## config.mk

```make
export PLATFORM = sky130hd
export DESIGN_NAME = linear_interp_upsampler
export DESIGN_NICKNAME = d
export VERILOG_FILES = /design/src/design/lius_pkg.sv /design/src/design/lius_ram.sv /design/src/design/lius_div.sv /design/src/design/linear_interp_upsampler.sv
export SDC_FILE = /design/constraint.sdc
export NUM_CORES = 2
export LEC_CHECK = 0
export BUFFER_PORTS_ARGS = -buffer_cell sky130_fd_sc_hd__buf_2
export CORE_ASPECT_RATIO = 0.7
export CORE_MARGIN = 5
export CORE_UTILIZATION = 50
export CTS_BUF_LIST = sky130_fd_sc_hd__clkbuf_16
export DETAILED_ROUTE_END_ITERATION = 7
export HOLD_SLACK_MARGIN = 0.02
export MAX_ROUTING_LAYER = met4
export PLACE_DENSITY = 0.65
export SETUP_SLACK_MARGIN = 0.1
export SYNTH_ARGS = -nofsm -noshare
export SYNTH_HDL_FRONTEND = slang
export SYNTH_SLANG_ARGS = --single-unit
```

## constraint.sdc

```tcl
create_clock -name clk -period 8.98 [get_ports clk]
set_input_delay 2.694 -clock clk [delete_from_list [all_inputs] [get_ports clk]]
set_output_delay 2.694 -clock clk [all_outputs]
set_load 0.01 [all_outputs]
```

## src/design/lius_pkg.sv

```systemverilog
// ----------------------------------------------------------------------------
// lius_pkg
// Shared types, codes and constants for the linear interpolation upsampler.
// ----------------------------------------------------------------------------
package lius_pkg;

  localparam int SAMPLE_BITS  = 24;
  localparam int MAX_CHANNELS = 8;
  localparam int MAX_FACTOR   = 8;
  localparam int SCALE_FULL   = 2000;

  localparam int CH_W  = 3;
  localparam int CFG_W = 4;

  localparam logic [1:0] KIND_CLEAR    = 2'd0;
  localparam logic [1:0] KIND_MEASURE  = 2'd1;
  localparam logic [1:0] KIND_RESAMPLE = 2'd2;
  localparam logic [1:0] KIND_UNUSED   = 2'd3;

  localparam logic [1:0] REG_FACTOR   = 2'd0;
  localparam logic [1:0] REG_CHANNELS = 2'd1;
  localparam logic [1:0] REG_INTEGER  = 2'd2;

  typedef struct packed {
    logic [1:0]                    kind;
    logic signed [SAMPLE_BITS-1:0] sample;
  } lius_in_t;

  typedef struct packed {
    logic signed [SAMPLE_BITS-1:0] value;
    logic [2:0]                    channel;
    logic [2:0]                    phase;
    logic                          last;
  } lius_out_t;

endpackage

```

## src/design/lius_ram.sv

```systemverilog
// ----------------------------------------------------------------------------
// lius_ram
// Single write port, single read port memory with registered read data.
// ----------------------------------------------------------------------------
module lius_ram #(
  parameter int WIDTH = 24,
  parameter int DEPTH = 8,
  parameter int AW    = 3
) (
  input  logic             clk,
  input  logic             we,
  input  logic [AW-1:0]    wr_addr,
  input  logic [WIDTH-1:0] wr_data,
  input  logic [AW-1:0]    rd_addr,
  output logic [WIDTH-1:0] rd_data
);

  logic [WIDTH-1:0] mem [DEPTH];

  always_ff @(posedge clk) begin
    if (we) begin
      mem[wr_addr] <= wr_data;
    end
    rd_data <= mem[rd_addr];
  end

endmodule

```

## src/design/lius_div.sv

```systemverilog
// ----------------------------------------------------------------------------
// lius_div
// Bit-serial restoring divider, one quotient bit per cycle.
// ----------------------------------------------------------------------------
module lius_div #(
  parameter int NW = 42,
  parameter int DW = 29
) (
  input  logic          clk,
  input  logic          rst_n,
  input  logic          start,
  input  logic [NW-1:0] num,
  input  logic [DW-1:0] den,
  output logic          done,
  output logic [NW-1:0] quo,
  output logic [DW-1:0] rem
);

  localparam int CW = $clog2(NW + 1);

  logic [NW-1:0] quo_r;
  logic [DW-1:0] rem_r, den_r;
  logic [CW-1:0] cnt_r;
  logic          busy_r, done_r;
  logic [DW:0]   trial;
  logic          fits;

  assign trial = {rem_r, quo_r[NW-1]};
  assign fits  = trial >= {1'b0, den_r};

  always_ff @(posedge clk) begin
    if (!rst_n) begin
      busy_r <= 1'b0;
      done_r <= 1'b0;
      cnt_r  <= '0;
    end else begin
      done_r <= 1'b0;
      if (start) begin
        busy_r <= 1'b1;
        cnt_r  <= CW'(NW);
      end else if (busy_r) begin
        cnt_r <= cnt_r - 1'b1;
        if (cnt_r == CW'(1)) begin
          busy_r <= 1'b0;
          done_r <= 1'b1;
        end
      end
    end
  end

  always_ff @(posedge clk) begin
    if (start) begin
      quo_r <= num;
      rem_r <= '0;
      den_r <= den;
    end else if (busy_r) begin
      rem_r <= fits ? DW'(trial - {1'b0, den_r}) : trial[DW-1:0];
      quo_r <= {quo_r[NW-2:0], fits};
    end
  end

  assign done = done_r;
  assign quo  = quo_r;
  assign rem  = rem_r;

endmodule

```

## src/design/linear_interp_upsampler.sv

```systemverilog
// ----------------------------------------------------------------------------
// linear_interp_upsampler
// Multi-channel linear interpolation upsampler with optional peak scaling.
// ----------------------------------------------------------------------------
// Input beats carry a kind and one sample for the next channel in row order.
// Clear, unused and resample beats that do not end a row complete in S_IDLE;
// measure beats also pass through S_MEAS (read-modify-write of the peak memory).
// The beat that ends a row starts a burst of factor*channels result beats,
// phase-major, the final one flagged last. Each result passes through S_RD,
// S_NUM, S_PREP, S_LOAD, the 42-step bit-serial divider and S_OUT;
// after the burst the row is copied to the previous-row memory, one
// channel at a time through S_CPRD and S_CPWR. No input is taken meanwhile.
// Results sit in an output register, so a stalled receiver only holds the
// next result back once it is computed.
// Configuration is a plain write port: factor, channels, integer mode.
// Reset (synchronous, active low) empties the pipeline, clears the column
// index and marks previous-row, current-row and peak entries as zero through
// valid bits; a clear beat clears the same index and valid bits and keeps the
// configuration.
// ----------------------------------------------------------------------------
module linear_interp_upsampler
  import lius_pkg::*;
#(
  parameter int CHANNELS_MAX = MAX_CHANNELS
) (
  input  logic             clk,
  input  logic             rst_n,
  input  logic             in_valid,
  output logic             in_ready,
  input  lius_in_t         in_data,
  output logic             out_valid,
  input  logic             out_ready,
  output lius_out_t        out_data,
  input  logic             cfg_we,
  input  logic [1:0]       cfg_idx,
  input  logic [CFG_W-1:0] cfg_wdata
);

  localparam int SB    = SAMPLE_BITS;
  localparam int NUM_W = SB + 6;
  localparam int DEN_W = SB + 4;
  localparam int N_W   = NUM_W + 14;
  localparam int NM_W  = N_W - 2;
  localparam int DV_W  = DEN_W + 1;

  localparam logic [3:0] S_IDLE = 4'd0;
  localparam logic [3:0] S_MEAS = 4'd1;
  localparam logic [3:0] S_RD   = 4'd2;
  localparam logic [3:0] S_NUM  = 4'd3;
  localparam logic [3:0] S_PREP = 4'd4;
  localparam logic [3:0] S_DIV  = 4'd5;
  localparam logic [3:0] S_OUT  = 4'd6;
  localparam logic [3:0] S_CPRD = 4'd7;
  localparam logic [3:0] S_CPWR = 4'd8;
  localparam logic [3:0] S_LOAD = 4'd9;

  logic [3:0]       state_r, state_nxt;
  logic [CFG_W-1:0] factor_r, channels_r;
  logic             int_r;
  logic [CH_W-1:0]  col_r, col_nxt, ch_r, ch_nxt, meas_col_r;
  logic [2:0]       ph_r, ph_nxt;
  logic [CHANNELS_MAX-1:0] prev_vld_r, prev_vld_nxt, peak_vld_r, peak_vld_nxt;
  logic [CHANNELS_MAX-1:0] cur_vld_r, cur_vld_nxt;
  logic [SB-1:0]    mag_r;

  logic signed [NUM_W-1:0] num_r;
  logic [DEN_W-1:0]        den_r;
  logic                    neg_r, zero_r;
  logic [NM_W-1:0]         nmag_r;
  logic [DV_W-1:0]         dval_r;

  logic             out_valid_r;
  lius_out_t        out_data_r;

  logic [3:0]       nf, nch;
  logic [CH_W-1:0]  col_eff;
  logic [3:0]       col_inc;
  logic             accept, load_out;

  logic [SB-1:0]    prev_q, cur_q, peak_q;
  logic             peak_we, cur_we, prev_we;
  logic [SB-1:0]    peak_wd;
  logic [CH_W-1:0]  peak_ra;

  logic             div_start, div_done;
  logic [NM_W-1:0]  div_quo;
  logic [DV_W-1:0]  div_rem;

  // effective register values
  always_comb begin
    nf = factor_r;
    if (factor_r < 4'd2) nf = 4'd2;
    if (factor_r > 4'(MAX_FACTOR)) nf = 4'(MAX_FACTOR);
    nch = channels_r;
    if (channels_r < 4'd1) nch = 4'd1;
    if (channels_r > 4'(CHANNELS_MAX)) nch = 4'(CHANNELS_MAX);
  end

  assign col_eff  = ({1'b0, col_r} >= nch) ? '0 : col_r;
  assign col_inc  = {1'b0, col_eff} + 4'd1;
  assign in_ready = state_r == S_IDLE;
  assign accept   = in_valid && in_ready;
  assign load_out = state_r == S_OUT && (!out_valid_r || out_ready);

  // configuration
  always_ff @(posedge clk) begin
    if (!rst_n) begin
      factor_r   <= 4'd2;
      channels_r <= 4'd1;
      int_r      <= 1'b0;
    end else if (cfg_we) begin
      unique case (cfg_idx)
        REG_FACTOR:   factor_r   <= cfg_wdata;
        REG_CHANNELS: channels_r <= cfg_wdata;
        REG_INTEGER:  int_r      <= cfg_wdata[0];
        default: ;
      endcase
    end
  end

  // memories
  assign peak_ra = (state_r == S_IDLE) ? col_eff : ch_r;
  assign cur_we  = accept && in_data.kind == KIND_RESAMPLE;
  assign prev_we = state_r == S_CPWR;
  assign peak_we = state_r == S_MEAS;

  always_comb begin
    logic [SB-1:0] old_pk;
    old_pk  = peak_vld_r[meas_col_r] ? peak_q : '0;
    peak_wd = (mag_r > old_pk) ? mag_r : old_pk;
  end

  lius_ram #(.WIDTH(SB), .DEPTH(CHANNELS_MAX), .AW(CH_W)) u_prev_ram (
    .clk(clk), .we(prev_we), .wr_addr(ch_r), .wr_data(cur_q),
    .rd_addr(ch_r), .rd_data(prev_q)
  );

  lius_ram #(.WIDTH(SB), .DEPTH(CHANNELS_MAX), .AW(CH_W)) u_cur_ram (
    .clk(clk), .we(cur_we), .wr_addr(col_eff), .wr_data(in_data.sample),
    .rd_addr(ch_r), .rd_data(cur_q)
  );

  lius_ram #(.WIDTH(SB), .DEPTH(CHANNELS_MAX), .AW(CH_W)) u_peak_ram (
    .clk(clk), .we(peak_we), .wr_addr(meas_col_r), .wr_data(peak_wd),
    .rd_addr(peak_ra), .rd_data(peak_q)
  );

  // control
  always_comb begin
    state_nxt    = state_r;
    col_nxt      = col_r;
    ch_nxt       = ch_r;
    ph_nxt       = ph_r;
    prev_vld_nxt = prev_vld_r;
    peak_vld_nxt = peak_vld_r;
    cur_vld_nxt  = cur_vld_r;
    div_start    = 1'b0;
    unique case (state_r)
      S_IDLE: begin
        if (accept) begin
          unique case (in_data.kind)
            KIND_CLEAR: begin
              col_nxt      = '0;
              prev_vld_nxt = '0;
              peak_vld_nxt = '0;
              cur_vld_nxt  = '0;
            end
            KIND_MEASURE: begin
              col_nxt   = (col_inc >= nch) ? '0 : col_inc[CH_W-1:0];
              state_nxt = S_MEAS;
            end
            KIND_RESAMPLE: begin
              cur_vld_nxt[col_eff] = 1'b1;
              if (col_inc < nch) begin
                col_nxt = col_inc[CH_W-1:0];
              end else begin
                col_nxt   = '0;
                ch_nxt    = '0;
                ph_nxt    = '0;
                state_nxt = S_RD;
              end
            end
            KIND_UNUSED: ;
            default: ;
          endcase
        end
      end
      S_MEAS: begin
        peak_vld_nxt[meas_col_r] = 1'b1;
        state_nxt = S_IDLE;
      end
      S_RD:   state_nxt = S_NUM;
      S_NUM:  state_nxt = S_PREP;
      S_PREP: state_nxt = S_LOAD;
      // dividend and divisor registers are settled here
      S_LOAD: begin
        div_start = 1'b1;
        state_nxt = S_DIV;
      end
      S_DIV: begin
        if (div_done) state_nxt = S_OUT;
      end
      S_OUT: begin
        if (load_out) begin
          if ({1'b0, ch_r} + 4'd1 >= nch) begin
            ch_nxt = '0;
            if ({1'b0, ph_r} + 4'd1 >= nf) begin
              ph_nxt    = '0;
              state_nxt = S_CPRD;
            end else begin
              ph_nxt    = ph_r + 3'd1;
              state_nxt = S_RD;
            end
          end else begin
            ch_nxt    = ch_r + 1'b1;
            state_nxt = S_RD;
          end
        end
      end
      S_CPRD: state_nxt = S_CPWR;
      S_CPWR: begin
        // an entry zeroed by a clear carries over as zero
        prev_vld_nxt[ch_r] = cur_vld_r[ch_r];
        if ({1'b0, ch_r} + 4'd1 >= nch) begin
          ch_nxt    = '0;
          state_nxt = S_IDLE;
        end else begin
          ch_nxt    = ch_r + 1'b1;
          state_nxt = S_CPRD;
        end
      end
      default: state_nxt = S_IDLE;
    endcase
  end

  always_ff @(posedge clk) begin
    if (!rst_n) begin
      state_r    <= S_IDLE;
      col_r      <= '0;
      ch_r       <= '0;
      ph_r       <= '0;
      prev_vld_r <= '0;
      peak_vld_r <= '0;
      cur_vld_r  <= '0;
    end else begin
      state_r    <= state_nxt;
      col_r      <= col_nxt;
      ch_r       <= ch_nxt;
      ph_r       <= ph_nxt;
      prev_vld_r <= prev_vld_nxt;
      peak_vld_r <= peak_vld_nxt;
      cur_vld_r  <= cur_vld_nxt;
    end
  end

  // measure capture
  always_ff @(posedge clk) begin
    if (accept) begin
      meas_col_r <= col_eff;
      mag_r      <= in_data.sample[SB-1] ? SB'(-in_data.sample) : in_data.sample;
    end
  end

  // numerator prev*nf + (cur-prev)*phase and denominator nf*peak
  always_ff @(posedge clk) begin
    if (state_r == S_NUM) begin
      logic signed [NUM_W-1:0] prev_x, cur_x, diff_x;
      logic [SB-1:0]           pk;
      prev_x = prev_vld_r[ch_r] ? NUM_W'($signed(prev_q)) : '0;
      cur_x  = cur_vld_r[ch_r] ? NUM_W'($signed(cur_q)) : '0;
      diff_x = cur_x - prev_x;
      pk     = peak_vld_r[ch_r] ? peak_q : '0;
      num_r  <= prev_x * $signed(NUM_W'(nf)) + diff_x * $signed(NUM_W'(ph_r));
      den_r  <= DEN_W'(nf) * DEN_W'(pk);
    end
  end

  // dividend and divisor with rounding offset folded in
  always_ff @(posedge clk) begin
    if (state_r == S_PREP) begin
      logic signed [N_W-1:0] n_full;
      if (int_r) begin
        n_full = N_W'(num_r) * $signed(N_W'(2 * SCALE_FULL))
               + $signed(N_W'({1'b0, den_r}));
        dval_r <= {den_r, 1'b0};
      end else begin
        n_full = (N_W'(num_r) <<< 1) + $signed(N_W'(nf));
        dval_r <= DV_W'({nf, 1'b0});
      end
      neg_r  <= n_full[N_W-1];
      nmag_r <= n_full[N_W-1] ? NM_W'(-n_full) : n_full[NM_W-1:0];
      zero_r <= int_r && den_r == '0;
    end
  end

  lius_div #(.NW(NM_W), .DW(DV_W)) u_div (
    .clk(clk), .rst_n(rst_n), .start(div_start),
    .num(nmag_r), .den(dval_r),
    .done(div_done), .quo(div_quo), .rem(div_rem)
  );

  // floor for negative dividends, then saturate
  logic signed [N_W-1:0] q_s;
  logic signed [SB-1:0]  val;
  always_comb begin
    q_s = $signed(N_W'(div_quo));
    if (neg_r) q_s = -(q_s + $signed(N_W'(|div_rem)));
    if (zero_r) val = '0;
    else if (q_s > $signed(N_W'({1'b0, {(SB-1){1'b1}}}))) val = {1'b0, {(SB-1){1'b1}}};
    else if (q_s < -$signed(N_W'({1'b1, {(SB-1){1'b0}}}))) val = {1'b1, {(SB-1){1'b0}}};
    else val = q_s[SB-1:0];
  end

  always_ff @(posedge clk) begin
    if (!rst_n) begin
      out_valid_r <= 1'b0;
    end else if (load_out) begin
      out_valid_r <= 1'b1;
    end else if (out_ready) begin
      out_valid_r <= 1'b0;
    end
  end

  always_ff @(posedge clk) begin
    if (load_out) begin
      out_data_r.value   <= val;
      out_data_r.channel <= ch_r;
      out_data_r.phase   <= ph_r;
      out_data_r.last    <= ({1'b0, ch_r} + 4'd1 >= nch) && ({1'b0, ph_r} + 4'd1 >= nf);
    end
  end

  assign out_valid = out_valid_r;
  assign out_data  = out_data_r;

endmodule
```

# Word-level counts from Yosys, hierarchy flattened
# Memories as Yosys holds them, arrays and structs flattened. A register that Yosys moved wholly into a read port is not among the register bits.
# Index checks and enable logic that the tools add are counted.
# word_totals
memories	3
reg_bits	344
output_inout_bits	33
mem_bits_rw	576
wordCells	216
# op_classes
n_eq_ne	23
bitwise_logic	4
n_addsub	15
n_mul	4
reduce_logical	36
n_lt_le_gt_ge	19
n_mux	79
# memory_table
memory	words	word_bits	read_ports	rd_ports_with_merged_regs	write_ports	line	rtl
u_cur_ram.mem	8	24	1	1	1	lius_ram.sv:18	logic [WIDTH-1:0] mem [DEPTH];
u_peak_ram.mem	8	24	1	1	1	lius_ram.sv:18	
u_prev_ram.mem	8	24	1	1	1	lius_ram.sv:18	
# op_table
cell	n
2-to-1 mux 44 bit	3
2-to-1 mux 42 bit	3
2-to-1 mux 24 bit	4
2-to-1 mux 30 bit	2
case mux 8 bit (2 select lines)	3
2-to-1 mux 23 bit	2
adder 43 x 29 -> 44 bit	1
> comparator 44 x 24 -> 1 bit, second input constant	1
less-than comparator 44 x 24 -> 1 bit, second input constant	1
negation 43 -> 44 bit	1
adder 42 x 1 -> 43 bit	1
2-to-1 mux 3 bit	14
negation 42 bit	1
multiplier 30 x 8 -> 38 bit, second input constant	1
2-to-1 mux 4 bit	9
case mux 4 bit (9 select lines)	1
adder 31 x 5 -> 32 bit	1
adder 30 bit	1
greater-or-equal comparator 30 x 29 -> 1 bit	1
multiplier 30 x 4 -> 30 bit	1
multiplier 30 x 5 -> 30 bit	1
subtractor 30 bit	1
2-to-1 mux 29 bit	1
OR reduction 29 bit	1
other kinds (52)	124

# Longest topological paths before layout
# depth
ltp_word	11
depth_mapped	39

# Cells and area by module
# A second synthesis with hierarchy kept.
# unflattened
cells_unflattened	5282
hier_area_um2	62416.1
# by_module_without_submodules
module	area_per_inst_um2	seq_area_each_um2	instances	cells_per_inst
linear_interp_upsampler	33096.7	6556.3	1	3802
lius_ram at u_cur_ram ...	7810.0	6246.0	2	314
lius_ram at u_prev_ram	7797.5	6246.0	1	314
lius_div	5901.9	2872.8	1	538

# Worst setup path after synthesis
# No wires, ideal clock.
# synth_timing
kind	register to register
startpoint	reg ch_r[0]
endpoint	reg num_r[29], data pin
synth_period_minus_slack_ns	8.277
arrival_ns	8.017
path_slack_ns	0.703
required_time_ns	8.720
stages_incl_launch_ff	39
setup_time_ns	0.260
path_cell_list	dfxtp_1 clkbuf_1 clkbuf_1 nor3b_1 a22oi_1 and3_1 clkbuf_1 clkbuf_1 nand2b_1 ha_1 fa_1 nor2b_1 o21ai_0 a21boi_0 o21ai_0 a311oi_1 o21a_1 o21a_1 [... 3 more ...] and2_1 ha_1 fa_1 inv_1 fa_1 fa_1 inv_1 ha_1 nand3_1 a211oi_1 o31ai_1 a21bo_2 a21oi_1 o21ai_0 a21oi_1 a21o_1 a21oi_1 xnor2_1
# synth_via
elab_chain_cells	6
# synth_rtl
element	line	rtl
start: declaration	linear_interp_upsampler.sv:60	logic [CH_W-1:0] col_r, col_nxt, ch_r, ch_nxt, meas_col_r;
start signal: assignment	linear_interp_upsampler.sv:248	ch_r <= ch_nxt;
binary-select mux 1 bit (select 3 bit), on equally long branches	linear_interp_upsampler.sv:270, linear_interp_upsampler.sv:269	
2-to-1 mux 1 bit, on equally long branches	linear_interp_upsampler.sv:270, linear_interp_upsampler.sv:269	
2-to-1 mux 30 bit, on equally long branches	linear_interp_upsampler.sv:270, linear_interp_upsampler.sv:269	
subtractor 30 bit	linear_interp_upsampler.sv:271	diff_x = cur_x - prev_x;
multiplier 30 x 4 -> 30 bit	linear_interp_upsampler.sv:273	num_r <= prev_x * $signed(NUM_W'(nf)) + diff_x * $signed(NUM_W'(ph_r));
adder 30 bit *	linear_interp_upsampler.sv:273	
end signal: assignment	linear_interp_upsampler.sv:273	
end: declaration	linear_interp_upsampler.sv:66	logic signed [NUM_W-1:0] num_r;
# Every way passes the cells marked *; elsewhere a longest branch is shown, timed or not. The select of a mux whose other input is x is not followed.
# A chain may end at the register's enable or synchronous reset.

# Worst setup path after layout
# layout_timing
startpoint	reg num_r[5]
endpoint	reg nmag_r[41], data pin
# layout_via
elab_chain_cells	6
# layout_rtl
element	line	rtl
multiplier 30 x 8 -> 38 bit	linear_interp_upsampler.sv:283	n_full = N_W'(num_r) * $signed(N_W'(2 * SCALE_FULL))
adder 43 x 29 -> 44 bit	linear_interp_upsampler.sv:284	+ $signed(N_W'({1'b0, den_r}));
2-to-1 mux 44 bit *	linear_interp_upsampler.sv:282	if (int_r) begin
2-to-1 mux 44 bit *	linear_interp_upsampler.sv:280	if (state_r == S_PREP) begin
negation 42 bit	linear_interp_upsampler.sv:291	nmag_r <= n_full[N_W-1] ? NM_W'(-n_full) : n_full[NM_W-1:0];
2-to-1 mux 42 bit *	linear_interp_upsampler.sv:291	
end signal: assignment	linear_interp_upsampler.sv:291	
end: declaration	linear_interp_upsampler.sv:69	logic [NM_W-1:0] nmag_r;
# Marks and branches as above.

==> metrics <==
Req. time, crit path=9.39 ns; clock buffer depth=3; Top Ports=70; max cap viols=0; Slew headroom=0.155; pre-CTS setup slack=0.310 ns; drt pass-1 iters=6; drt total wl=152 mm; WS Path Type=reg2reg; Die X=428 um; clk_skew=0.0663 ns; Synthesized Nets=6447; sequential-to-total area share from yosys stat=0.460; core area=122000 um^2; share of cells above drive strength 1=0.0726; DP HPWL=108 mm; Mapped Area=61200 um^2; setup TNS=0 ns; Yosys cell types=105; Via density=5.71; CP startpoint kind=register; adder-cell area share of the yosys netlist=0.177; crit-path max FO=7; cell taking the most area after synthesis=edfxtp_1; share of the synthesized area in the top cell type=0.409; first-pass GRT wire length=241 mm; initial antenna violation count=2; power density over cell area=154 nW/um^2; Post-Synthesis Mean Instance Area=10.7 um^2; Slowest cell on crit path=or4_1; Compound-Gate Fraction of Synth Area=0.118; combinational family with the most area after synthesis=adder cells; post-synthesis mux area share=0.0139; CTS H-Tree Depth=3; GRT Total Usage=0.243; RSZ-0062 raised after global routing=yes; ys flop type=edfxtp_1; Pleak=27.4 nW; fin nets=6485; Starting Density=0.503; worst-margin pin slew=1.26 ns; Vias=42700; Congestion Overflow GR=0; Fin. Hold Viols=0; final worst slack=0.514 ns; placer congestion estimate=0.928; remaining antenna violation count=0; DRC viols=0; Root Buffer=clkbuf_16; Ys Warns=0; Synth Register Bits=989; # setup viols final=0; routed len/inst=20.4 um; crit path capture type=register; Critical Path Max Stage Delay=0.66 ns; Die H=303 um; # port buffers=69; row count=107; Max IR drop VDD=0.000191 V; Fmax=0.118 GHz; post-layout util=0.551; Period minus WS final=8.47 ns; XOR/XNOR Fraction of Synth Area=0.0406; Final Cycle Share=0.943; vias in the first global route=41500; arrival time of the worst setup path=8.88 ns; Post-Synthesis Cells=5720; largest net degree at the start of global routing=94; DR iter-0 viols=4039; CTS tree=yes; area delta synth->final=9.47%; fillers=10500; Max Slew Vio Count=0; worst-skew pair later-pin latency=0.73 ns; Post-synth EDFFs=833; Area contributors post-synth=edfxtp_1 (41%), fa_1 (9.5%), ha_1 (8.2%); post-synthesis simple-gate area fraction=0.135; CTS buffer count=96; status=complete, no violations; hold crit path type=reg2reg; clock sinks=989; Worst-path clk slew=0.07 ns; Die ar.=130000 um^2; Synth async-reset ratio=0
-- synth_stat cells, types with 26 or more instances --
| cell | instances |
|---|---|
| and3_1 | 26 |
| a22oi_1 | 211 |
| a21o_1 | 98 |
| ha_1 | 399 |
| nand2_1 | 575 |
| a21oi_1 | 222 |
| mux2i_1 | 76 |
| a31oi_1 | 30 |
| nor4_1 | 31 |
| a211oi_1 | 29 |
| fa_1 | 291 |
| o21a_1 | 39 |
| nand3_1 | 247 |
| nand2b_1 | 43 |
| nor3_1 | 60 |
| nor2b_1 | 92 |
| xor2_1 | 82 |
| o31ai_1 | 45 |
| inv_1 | 677 |
| o21ai_0 | 232 |
| nand4_1 | 84 |
| nor2_1 | 262 |
| and2_1 | 154 |
| clkbuf_1 | 189 |
| or3_1 | 27 |
| dfxtp_1 | 156 |
| xnor2_1 | 198 |
| edfxtp_1 | 833 |
-- repair_timing --
| item | 4_1_cts | 5_1_grt |
|---|---|---|
| hold buffers | 0 | 0 |
| buffers inserted | 0 | 3 |
| resized for setup | 0 | 17 |
| setup endpoints to repair | 0 | 10 |
-- cells by family after synthesis --
logic type	count (synthesis)
buffers and inverters	896
flip-flops	989
multiplexers	82
XOR/XNOR	282
AO/OA/AOI/OAI	1092
adder cells (fa/ha/maj)	690
AND/OR/NAND/NOR	1689
-- state kept, by name, summed over array words and instances (netlist names), 24 cells and up --
| name | flops |
|---|---|
| mag_r | 24 |
| u_cur_ram.mem | 192 |
| u_cur_ram.rd_data | 24 |
| u_prev_ram.mem | 192 |
| u_div.rem | 29 |
| nmag_r | 42 |
| dval_r | 27 |
| u_div.den_r | 28 |
| den_r | 28 |
| out_data | 31 |
| u_peak_ram.mem | 192 |
| u_div.quo | 42 |
| num_r | 30 |
| u_peak_ram.rd_data | 24 |
| u_prev_ram.rd_data | 24 |
-- through the flow --
stage / hold slack [ns] / cells / power, mW / instance area (um^2)
finish: 0.389 / 7478 / 10.3 / 67000
global route: 0.394 / 7477 / 10.7 / 67000
CTS: 0.380 / 7474 / 10.4 / 66900
detailed placement: 0.405 / 7292 / 6.23 / 63600
global placement: 0.402 / 7292 / 6.21 / 63600
floorplan: 0.400 / 5720 / 5.93 / 61200
-- layout by cell type, fill, tap and decap left out, types with 18 or more instances in the layout --
master     instances
a31oi_1           27
o211ai_1          18
o31ai_1           43
o21a_1            37
o21ai_0          229
xor2_1            82
a22oi_1          211
nor3_1            51
a21oi_1          221
or3_1             27
nand2_1          575
clkinv_1          22
inv_1            692
a21o_1            98
nand3_1          247
buf_4             86
ha_1             398
dfxtp_1          152
nor4_1            31
edfxtp_1         833
fa_1             291
nor2_2            18
nor2b_1           91
nand4_1           84
xnor2_1          198
nor2_1           244
a21boi_0          23
mux2i_1           76
and2_1           154
buf_2             69
a211oi_1          28
and3_1            24
clkbuf_16         98
nand2b_1          43
-- critical path: cells and delay by family (launching register included) --
family / cells / cell delay, ns
and+or+nand+nor: 5 / 1.80
adders and majority gates: 6 / 2.76
xor gates and xnor gates: 2 / 0.27
DFF: 1 / 0.49
buffers and inverters: 5 / 0.57
AOI/OAI and AO/OA: 10 / 2.13
muxes: 1 / 0.20
-- layer usage --
metal,wire length (um),track usage,part of all wire
met4,3150,0.0545,0.021
met5,0,-,0
met3,12100,0.0473,0.079
met2,63500,0.346,0.42
met1,73700,0.361,0.48
-- layout make-up --
class                   instances  area, um^2  area share
clock buffers                  98        2450      0.0366
diodes                          1        2.50   0.0000373
multi-input cells            3835       30000       0.447
inverters                     681        2560      0.0382
well taps                    1635        2050      0.0305
repair buffers                155         991      0.0148
flip-flops and latches        989       28100       0.420
clock inverters                84         857      0.0128
-- path summary, 6_finish.rpt --
path                            startpoint         endpoint  slack [ns]  cells after the start
worst max-delay path              num_r[5]       nmag_r[41]        0.51                     29
worst min-delay path            dval_r[20]  u_div.den_r[20]        0.39                      0
worst max register to register    num_r[5]       nmag_r[41]        0.51                     29
worst min register to register  dval_r[20]  u_div.den_r[20]        0.39                      0
-- where the power goes --
| part | switching (mW) | internal (mW) | total [mW] | leakage, nW |
|---|---|---|---|---|
| logic | 0.657 | 0.402 | 1.06 | 16.9 |
| clock network | 1.84 | 2.34 | 4.18 | 1.65 |
| registers | 0.0629 | 5.03 | 5.10 | 8.83 |
| total | 2.56 | 7.77 | 10.3 | 27.4 |
(Power assumes the default switching activity.)
